### src/hdl/ammc_pkg.sv
// Shared constants, register indexes and helpers for the min/max accelerometer
// calibration block. Used by the serial divider and the top level.
// No dependencies.
package ammc_pkg;

    localparam int DATA_W           = 32;
    localparam int AXES             = 3;
    localparam int ONE_G_W          = 21;
    localparam int SUM_W            = 42;
    localparam int CNT_W            = 11;
    localparam int SAMPLES_PER_POSE = 1000;

    // Dividend of the serial divider: a 33 bit magnitude shifted by 16.
    localparam int DIV_W     = 49;
    localparam int DIV_CNT_W = $clog2(DIV_W + 1);

    localparam logic [ONE_G_W-1:0] ONE_G_RESET = ONE_G_W'(642690);
    localparam logic [DATA_W-1:0]  SCALE_ONE   = 32'h0001_0000;
    localparam logic [DATA_W-1:0]  I32_MAX     = 32'h7fff_ffff;
    localparam logic [DATA_W-1:0]  I32_MIN     = 32'h8000_0000;

    // Configuration register indexes
    localparam logic [1:0] REG_ONE_G       = 2'd0;
    localparam logic [1:0] REG_GYRO_BIAS_X = 2'd1;
    localparam logic [1:0] REG_GYRO_BIAS_Y = 2'd2;
    localparam logic [1:0] REG_GYRO_BIAS_Z = 2'd3;

    localparam logic OP_MEASURE = 1'b0;
    localparam logic OP_CALIB   = 1'b1;
    localparam logic KIND_MEAS  = 1'b0;
    localparam logic KIND_POSE  = 1'b1;

    typedef struct packed {
        logic [DATA_W-1:0] val;
        logic              sat;
    } clamp_t;

    // Clamp a 34 bit signed value to the 32 bit signed range.
    function automatic clamp_t clamp34(input logic [33:0] v);
        clamp_t r;
        if ((v[33:31] == 3'b000) || (v[33:31] == 3'b111)) begin
            r.val = v[31:0];
            r.sat = 1'b0;
        end else begin
            r.val = v[33] ? I32_MIN : I32_MAX;
            r.sat = 1'b1;
        end
        return r;
    endfunction

endpackage

### src/hdl/ammc_div.sv
// Bit-serial restoring divider, one quotient bit per cycle.
// Depends on ammc_pkg.
module ammc_div (
    input  logic                             aclk,
    input  logic                             aresetn,
    input  logic                             start,
    input  logic [ammc_pkg::DIV_W-1:0]       dividend,
    input  logic [ammc_pkg::DATA_W-1:0]      divisor,
    output logic                             done,
    output logic [ammc_pkg::DIV_W-1:0]       quotient
);

    logic [ammc_pkg::DIV_W-1:0]     dvd_reg;
    logic [ammc_pkg::DATA_W:0]      rem_reg;
    logic [ammc_pkg::DATA_W-1:0]    dvs_reg;
    logic [ammc_pkg::DIV_CNT_W-1:0] cnt_reg;
    logic                           busy_reg;
    logic                           done_reg;
    logic [ammc_pkg::DATA_W:0]      rem_sh;
    logic                           q_bit;

    always_comb begin
        rem_sh = {rem_reg[ammc_pkg::DATA_W-1:0], dvd_reg[ammc_pkg::DIV_W-1]};
        q_bit  = (rem_sh >= {1'b0, dvs_reg});
    end

    always_ff @(posedge aclk) begin
        if (!aresetn) begin
            busy_reg <= 1'b0;
            done_reg <= 1'b0;
            cnt_reg  <= '0;
        end else begin
            done_reg <= busy_reg && (cnt_reg == ammc_pkg::DIV_CNT_W'(1));
            if (start) begin
                busy_reg <= 1'b1;
                cnt_reg  <= ammc_pkg::DIV_CNT_W'(ammc_pkg::DIV_W);
            end else if (busy_reg) begin
                cnt_reg <= cnt_reg - 1'b1;
                if (cnt_reg == ammc_pkg::DIV_CNT_W'(1)) begin
                    busy_reg <= 1'b0;
                end
            end
        end
    end

    // Shift the dividend out at the top, quotient bits in at the bottom.
    always_ff @(posedge aclk) begin
        if (start) begin
            dvd_reg <= dividend;
            dvs_reg <= divisor;
            rem_reg <= '0;
        end else if (busy_reg) begin
            dvd_reg <= {dvd_reg[ammc_pkg::DIV_W-2:0], q_bit};
            rem_reg <= q_bit ? (rem_sh - {1'b0, dvs_reg}) : rem_sh;
        end
    end

    assign done     = done_reg;
    assign quotient = dvd_reg;

endmodule

### config.mk
export PLATFORM = sky130hd
export DESIGN_NAME = ammc_div
export DESIGN_NICKNAME = d
export VERILOG_FILES = /design/src/hdl/ammc_pkg.sv /design/src/hdl/ammc_div.sv
export SDC_FILE = /design/constraint.sdc
export NUM_CORES = 1
export LEC_CHECK = 0
export ABC_AREA = 0
export BUFFER_PORTS_ARGS = -buffer_cell sky130_fd_sc_hd__buf_2
export CAP_MARGIN = 25
export CORE_MARGIN = 1
export CORE_UTILIZATION = 50
export CTS_CLUSTER_DIAMETER = 40
export CTS_CLUSTER_SIZE = 20
export DETAILED_ROUTE_END_ITERATION = 16
export PLACE_DENSITY = 0.74
export SLEW_MARGIN = 20
export SYNTH_ARGS = -nofsm -noshare
export SYNTH_HDL_FRONTEND = slang
export SYNTH_SLANG_ARGS = --single-unit
### constraint.sdc
create_clock -name aclk -period 3.1 [get_ports aclk]
set_clock_uncertainty 0.2 [all_clocks]
set_input_delay 0.155 -clock aclk [delete_from_list [all_inputs] [get_ports aclk]]
set_output_delay 0.155 -clock aclk [all_outputs]
set_load 0.005 [all_outputs]
# After elaboration in Yosys (flattened, before gate mapping)
# Index checks and enable logic that the tools add are counted.
totals:
  reg_bits: 121
  input_bits: 84
  word_cells: 23
classes:
  add_sub_neg: 2
  magnitude_cmp: 1
  eq_ne: 1
  n_mux: 8
  bitwise: 1
  n_reduce_logical: 3
ops:
  columns: ["operator", "n"]
  rows:
  - ["2-to-1 mux 49 bit", 2]
  - [">= comparator 33 x 32 -> 1 bit", 1]
  - ["2-to-1 mux 32 bit", 1]
  - ["subtractor 32 bit", 1]
  - ["2-to-1 mux 6 bit", 2]
  - ["equality test 6 x 1 -> 1 bit (second input constant)", 1]
  - ["subtractor 6 x 1 -> 6 bit (second input constant)", 1]
  - ["2-to-1 mux 1 bit", 3]
  - ["nonzero test 2 bit", 1]
  - ["OR reduction 2 bit", 1]
  - ["logical AND 1 bit", 1]
  - ["inverter 1 bit", 1]

# Logic depth before layout (Yosys ltp)
# Gate-level depths: netlist of the first run.
depth:
  word_depth: 4
  depth_mapped: 14
  depth_no_buf: 12

# Worst setup path after synthesis of the first run
# Ideal clock, no wire load.
synth_path:
  kind: "flip-flop to flip-flop"
  start: "reg dvs_reg[14] in the netlist's numbering"
  end: "reg rem_reg[3] in the netlist's numbering"
  setup_time_ns: 0.079
  arrival_time_ns: 2.516
  required_time_ns: 2.821
  setup_slack_ns: 0.305
  path_stages_with_launch: 13
  path_buffers: 2
  path_cell_list: "edfxtp_1 inv_1 ha_1 buf_2 nand4_2 or4_1 nor3_2 o211ai_1 a21o_1 and3_4 buf_6 o31a_1 a211oi_2"
synth_via:
  elab_chain_len: 2
synth_lines:
  columns: ["item", "line_no", "text"]
  rows:
  - ["from (decl)", "ammc_div.sv:15", "logic [ammc_pkg::DATA_W-1:0] dvs_reg;"]
  - ["from (signal assigned)", "ammc_div.sv:50", "dvs_reg <= divisor;"]
  - [">= comparator 33 x 32 -> 1 bit", "ammc_div.sv:24", "q_bit = (rem_sh >= {1'b0, dvs_reg});"]
  - ["2-to-1 mux 32 bit", "ammc_div.sv:54", "rem_reg <= q_bit ? (rem_sh - {1'b0, dvs_reg}) : rem_sh;"]
  - ["to (signal assigned)", "ammc_div.sv:54", null]
  - ["to (decl)", "ammc_div.sv:14", "logic [ammc_pkg::DATA_W:0] rem_reg;"]
# Every way passes these cells.
# A chain may end at the register's enable or synchronous reset.

# Worst setup path in the final report of the first run
layout_path:
  start: "reg dvd_reg (netlist bit quotient[48])"
  end: "reg rem_reg[20] in the netlist's numbering"
layout_via:
  elab_chain_len: 2
  word_cells_on_any_way: 3
  cone_classes: "add/sub: 1; order compare: 1; mux: 1"
layout_lines:
  columns: ["item", "line_no", "text"]
  rows:
  - ["from (decl)", "ammc_div.sv:13", "logic [ammc_pkg::DIV_W-1:0] dvd_reg;"]
  - ["from (signal assigned)", "ammc_div.sv:49", "dvd_reg <= dividend;"]
  - ["from (signal assigned)", "ammc_div.sv:53", "dvd_reg <= {dvd_reg[ammc_pkg::DIV_W-2:0], q_bit};"]
  - ["subtractor 32 bit or >= comparator 33 x 32 -> 1 bit (tied branches)", "ammc_div.sv:54, ammc_div.sv:24", null]
  - ["2-to-1 mux 32 bit *", "ammc_div.sv:54", null]
# Every way passes the cells marked *; elsewhere a longest branch is shown, timed or not.

==> results of run 1 <==
-- layer usage --
| layer | share of wire (%) | vias up |
|---|---|---|
| met4 | 2.1 | 0 |
| met2 | 48 | 243 |
| met3 | 7.0 | 32 |
| met1 | 43 | 2838 |
| li1 | - | 2801 |
| met5 | 0 | - |
-- layout make-up --
cell class,count,area (um2)
tap,172,215
inverter,40,150
clock inverter,10,116
multi-input combinational,440,3300
clock buffer,22,475
fill,887,3560
sequential,121,3230
timing repair buffer,248,1770
antenna,1,2.50
-- what timing repair did --
action                                  CTS  global route
resized for setup                         0            40
endpoints found under the hold margin    98             0
hold buffers                             83             0
endpoints found under the setup margin    0            32
setup buffers                             0             4
-- final timing paths --
path / to / startpoint / slack (ns) / depth (start not counted)
max: rem_reg[20] / quotient[48] / 0.09 / 13
min: dvs_reg[19] / divisor[19] / 0.24 / 2
max reg2reg: rem_reg[20] / quotient[48] / 0.09 / 13
min reg2reg: cnt_reg[1] / cnt_reg[1] / 0.30 / 2
-- where the power goes --
group | internal (mW) | switching, mW
clock network | 1.25 | 0.742
registers | 1.90 | 0.100
logic | 0.589 | 0.634
-- cells in the mapped netlist, types with 6 or more instances --
cell type	count
inv_1	40
a21oi_1	35
a21o_1	10
nand3_1	12
buf_2	9
nand4_1	6
a211oi_1	9
xor2_1	10
nor2b_1	9
a31oi_1	8
nor2_1	50
nor3_1	11
nand2_1	60
xnor2_1	17
clkbuf_1	21
a311oi_1	20
edfxtp_1	81
dfxtp_1	40
mux2_2	50
o21ai_0	16
ha_1	34
nand2b_1	12
a211o_1	6
-- metrics by stage --
step / power, mW / worst slack (ns) / hold slack, ns / setup TNS (ns) / util [%]
final: 5.22 / 0.0875 / 0.242 / 0 / 72.2
after detailed placement: 3.06 / 0.0443 / 0.133 / 0 / 59.6
after floorplan: 2.70 / 0.305 / 0.0539 / 0 / -
after global routing: 5.44 / -0.0199 / 0.226 / -0.0364 / 72.2
after global placement: 3.02 / 0.111 / 0.132 / 0 / 59.6
after CTS: 5.13 / 0.0289 / 0.229 / 0 / 70.7
-- logic make-up after synthesis --
logic type,count (synthesis),synth area share [%]
and+or+nand+nor,184,13.2
AOI/OAI and AO/OA,139,14.4
DFF,121,48.4
buffers and inverters,77,4.73
muxes,55,9.17
adders and majority gates,35,6.66
xor gates and xnor gates,27,3.54
-- worst max-delay path, delay by kind of cell, from the launching register on --
family / cells / cell delay, ns
buffers and inverters: 2 / 0.23
adder cells (fa/ha/maj): 2 / 0.38
AND/OR/NAND/NOR: 3 / 0.74
XOR/XNOR: 1 / 0.15
flip-flops: 1 / 0.41
AO/OA/AOI/OAI: 5 / 0.81
==> results.py, run 1 <==
metrics = {
    "outcome": {
        "status": "completed",
    },
    "detailed_routing": {
        "routedWlPerCell_um": 17.4,
        "drt-pass1-iter-count": 5,
        "detail-route-antenna-nets": 0,
        "drtIter0Drc": 458,
        "drt-total-wl_um": 18300,
        "viasPerCell": 5.61,
        "drc": 0,
        "vias": 5914,
    },
    "global_routing": {
        "grt-busiest-layer": "met2",
        "grtUsageMet2_pct": 45.1,
        "antenna_found_initial": 1,
        "grt_pass1_wl_um": 29000,
        "met1_usage_pct": 31.8,
        "grt_usage_pct": 26.5,
        "grt_pass1_vias": 5994,
        "grt.overflow.total": 0,
        "grt_use_met3_pct": 8.48,
        "grt_max_degree": 67,
    },
    "clock_network": {
        "clk_pin_slew_ns": 0.06,
        "cts_max_level": 4,
        "cts_tree": "built",
        "worst_skew_pair.late_latency_ns": 0.42,
        "cts_buffers": 17,
        "clock_sinks": 121,
        "clockBufferDepth": 2,
        "cts_root_buf": "clkbuf_16",
    },
    "floorplanning": {
        "die_h_um": 118,
        "num_rows": 41,
        "fp.dieW_um": 118,
        "core-area_um2": 12800,
        "ios": 134,
        "design.die.area_um2": 13800,
        "initial_core_util_pct": 52.1,
    },
    "synthesis": {
        "synth_area_per_cell_um2": 10.5,
        "synth_top_area_share_pct": 36.4,
        "synthFlopType": "edfxtp_1",
        "syn_inst": 638,
        "yosys.area.top_type": "edfxtp_1",
        "synth-edff-count": 81,
        "seq_area_frac_synth_pct": 48.4,
        "ys_seq_elements": 121,
        "yosysWarningCount": 0,
        "netlist_area_um2": 6690,
        "yosysUniqueCellTypes": 57,
        "synth_area_leaders": "edfxtp_1, dfxtp_1, mux2_2",
        "syn-num-nets": 757,
        "async_flop_share_pct": 0,
    },
    "place": {
        "dp.cells": 934,
        "place_area_um2": 7640,
        "hpwl_um": 11300,
        "io_buffer_count": 133,
        "gp_congestion": 0.921,
    },
    "flow_run": {
        "maxCapViolations": 0,
    },
    "layout": {
        "final_cell_mix": "buf_2, dlygate4sd3_1, edfxtp_1",
        "stdcell_count": 1054,
        "drive_gt1_share_pct": 32.3,
        "area_growth_pct": 38.6,
        "mostFrequentLayoutCell": "buf_2",
        "largest_register_ffs": 49,
        "nNetsFinal": 987,
        "fin_area_um2": 9260,
    },
    "timing": {
        "min_period_ns": 3.01,
        "fmax_mhz": 332,
        "slew_headroom_pct": 56.0,
        "slew_viol_final": 0,
        "finalHoldViolCount": 0,
        "final-setup-viol-count": 0,
        "tightest_slew_ns": 0.659,
        "layout_worst_path_cycle_share_pct": 97.2,
    },
    "setup_path": {
        "slowest_delay_ns": 0.52,
        "crit_arrival_ns": 3.14,
        "crit_type": "flip-flop to flip-flop",
        "cp-end-kind": "flip-flop",
        "required_ns": 3.23,
        "crit_path_max_fanout": 3,
        "worstSetupStartpointType": "flip-flop",
        "crit_chain": "inv_1, ha_2, fa_2, nand2b_4, a211oi_2, buf_4, o32ai_2, o211ai_1, or4_4, a31oi_4, xnor2_1, nand2_1, a311oi_1",
        "critPathSlowestCell": "or4_4",
    },
    "pwr": {
        "power.density_nw_per_um2": 563,
        "leakagePower_nw": 3.89,
        "ir_drop_mv": 0.541,
    },
    "worst_hold_path": {
        "min_path_type": "input pin to flip-flop",
    },
}
Note: power is estimated with default switching activity, not from simulation.
==> run 2, diff against run 1 <==
--- a/config.mk
+++ b/config.mk
@@ -9,5 +9,5 @@
 export BUFFER_PORTS_ARGS = -buffer_cell sky130_fd_sc_hd__buf_2
 export CAP_MARGIN = 25
-export CORE_MARGIN = 1
+export CORE_MARGIN = 4
 export CORE_UTILIZATION = 50
 export CTS_CLUSTER_DIAMETER = 40
--- a/constraint.sdc
+++ b/constraint.sdc
@@ -3,3 +3,3 @@
 set_input_delay 0.155 -clock aclk [delete_from_list [all_inputs] [get_ports aclk]]
 set_output_delay 0.155 -clock aclk [all_outputs]
-set_load 0.005 [all_outputs]
+set_load 0.02 [all_outputs]
==> run 2 against run 1 <==
  * Sequential cell count did not move
  * Utilization decreased by 0.50 points
  * Setup slack better by 0.0087 ns
  * Hold slack lost 0.0041 ns
  * Final cell count about the same
  * Global-route usage shrank 1.2 points
  * Critical path type unchanged
  * Critical endpoint is now rem_reg[29]
  * Largest power group unchanged
  * Highest routed layer unchanged
==> results.py, run 2 (synthesis results as in run 1) <==
metrics = {
    "global_routing": {
        "grt_max_degree": 91,
        "grt_pass1_wl_um": 30000,
        "antenna_found_initial": 0,
        "grt_usage_pct": 25.3,
        "grt.overflow.total": 0,
        "grt_pass1_vias": 6134,
    },
    "setup_path": {
        "crit_chain": "inv_1, ha_4, nand4_2, or4_1, nor3_2, o211ai_1, a21o_1, nand3_2, buf_6, o21ai_0, a2bb2oi_1, a211oi_1",
        "slowest_delay_ns": 0.54,
        "cp-end-kind": "flip-flop",
        "r2r_slack_ns": 0.1,
        "critPathTopFamily": "simple AND/OR/NAND/NOR gates",
        "crit_path_max_fanout": 10,
        "required_ns": 3.23,
        "critPathSlowestCell": "or4_1",
        "path_buf_inv": 2,
        "crit_type": "flip-flop to flip-flop",
        "crit_arrival_ns": 3.14,
        "worstSetupStartpointType": "flip-flop",
    },
    "clock_network": {
        "worst_skew_pair.late_latency_ns": 0.43,
        "cts_buffers": 17,
        "clockBufferDepth": 2,
        "cts_root_buf": "clkbuf_16",
        "cts_tree": "built",
        "clk_pin_slew_ns": 0.06,
        "cts_max_level": 4,
        "clock_sinks": 121,
    },
    "timing": {
        "layout_worst_path_cycle_share_pct": 96.9,
        "finalHoldViolCount": 0,
        "min_period_ns": 3.00,
        "slew_viol_final": 0,
        "slew_headroom_pct": 60.3,
        "fmax_mhz": 333,
        "final-setup-viol-count": 0,
        "tightest_slew_ns": 0.591,
        "timing.hold.ws_ns": 0.238,
    },
    "worst_hold_path": {
        "min_path_type": "input pin to flip-flop",
    },
    "layout": {
        "final_cell_mix": "buf_2, dlygate4sd3_1, edfxtp_1",
        "mostFrequentLayoutCell": "buf_2",
        "area_growth_pct": 38.2,
        "largest_register_ffs": 49,
        "stdcell_count": 1053,
        "diodes": 0,
        "nNetsFinal": 987,
        "drive_gt1_share_pct": 31.6,
    },
    "pwr": {
        "leakagePower_nw": 3.88,
        "power_mw": 5.28,
        "power.density_nw_per_um2": 572,
        "ir_drop_mv": 0.565,
    },
    "detailed_routing": {
        "drt-total-wl_um": 19000,
        "drc": 0,
        "vias": 5880,
        "detail-route-antenna-nets": 0,
        "routedWlPerCell_um": 18.0,
        "viasPerCell": 5.58,
        "drtIter0Drc": 374,
        "drt-pass1-iter-count": 5,
    },
    "place": {
        "gp_congestion": 0.930,
        "dp.cells": 931,
        "io_buffer_count": 133,
        "hpwl_um": 11600,
    },
    "outcome": {
        "status": "completed",
    },
    "floorplanning": {
        "die_h_um": 124,
        "initial_core_util_pct": 51.9,
        "num_rows": 41,
        "core-area_um2": 12900,
        "design.die.area_um2": 15300,
        "fp.dieW_um": 124,
        "ios": 134,
    },
    "flow_run": {
        "maxCapViolations": 0,
    },
}
run 2: cell type report:
type	instances	area, um2
repair buffers	247	1750
well taps	172	215
clock inverters	11	109
flip-flops and latches	121	3230
multi-input cells	441	3290
clock buffers	21	482
fillers	870	3640
inverters	40	150
run 2: worst register-to-register path, delay by kind of cell (launching register included):
family / cells / cell delay, ns
simple gates: 4 / 0.99
compound gates: 5 / 0.86
flops: 1 / 0.34
fa+ha+maj: 1 / 0.31
buf+inv: 2 / 0.22
run 2: final timing paths:
kind,start,cells past startpoint,to
worst max-delay path,dvs_reg[14],12,rem_reg[29]
worst min-delay path,divisor[26],2,dvs_reg[26]
worst max register to register,dvs_reg[14],12,rem_reg[29]
worst min register to register,rem_reg[18],2,rem_reg[19]
run 2: metal layers:
layer	track usage (%)	wire length, um	share of wire [%]	vias up
met5	0	0	0	-
met3	7.99	1520	8.0	39
met4	9.55	468	2.5	0
met2	43.1	9260	49	266
met1	29.9	7700	41	2762
li1	-	-	-	2813
run 2: per-stage QoR:
| step | utilization, % | setup TNS (ns) | area [um2] | worst slack [ns] |
|---|---|---|---|---|
| 6_report | 71.7 | 0 | 9240 | 0.0962 |
| 3_5_place_dp | 59.1 | 0 | 7600 | 0.00579 |
| 5_1_grt | 71.7 | -0.0137 | 9240 | -0.00801 |
| 2_1_floorplan | - | 0 | 6690 | 0.218 |
| 4_1_cts | 70.2 | 0 | 9040 | 0.00905 |
| 3_3_place_gp | 59.1 | 0 | 7600 | 0.0927 |
run 2: report_power, final:
group          internal (mW)  switching (mW)
combinational          0.592           0.712
clock                   1.20           0.774
sequential              1.90           0.103
total                   3.69            1.59
run 2: repair_timing:
action / in CTS / in global routing
setup buffers: 0 / 6
resized for setup: 2 / 33
setup endpoints to repair: 2 / 32
hold buffers: 83 / 0
gates cloned: 0 / 1
endpoints found under the hold margin: 90 / 0
pin swaps: 0 / 9
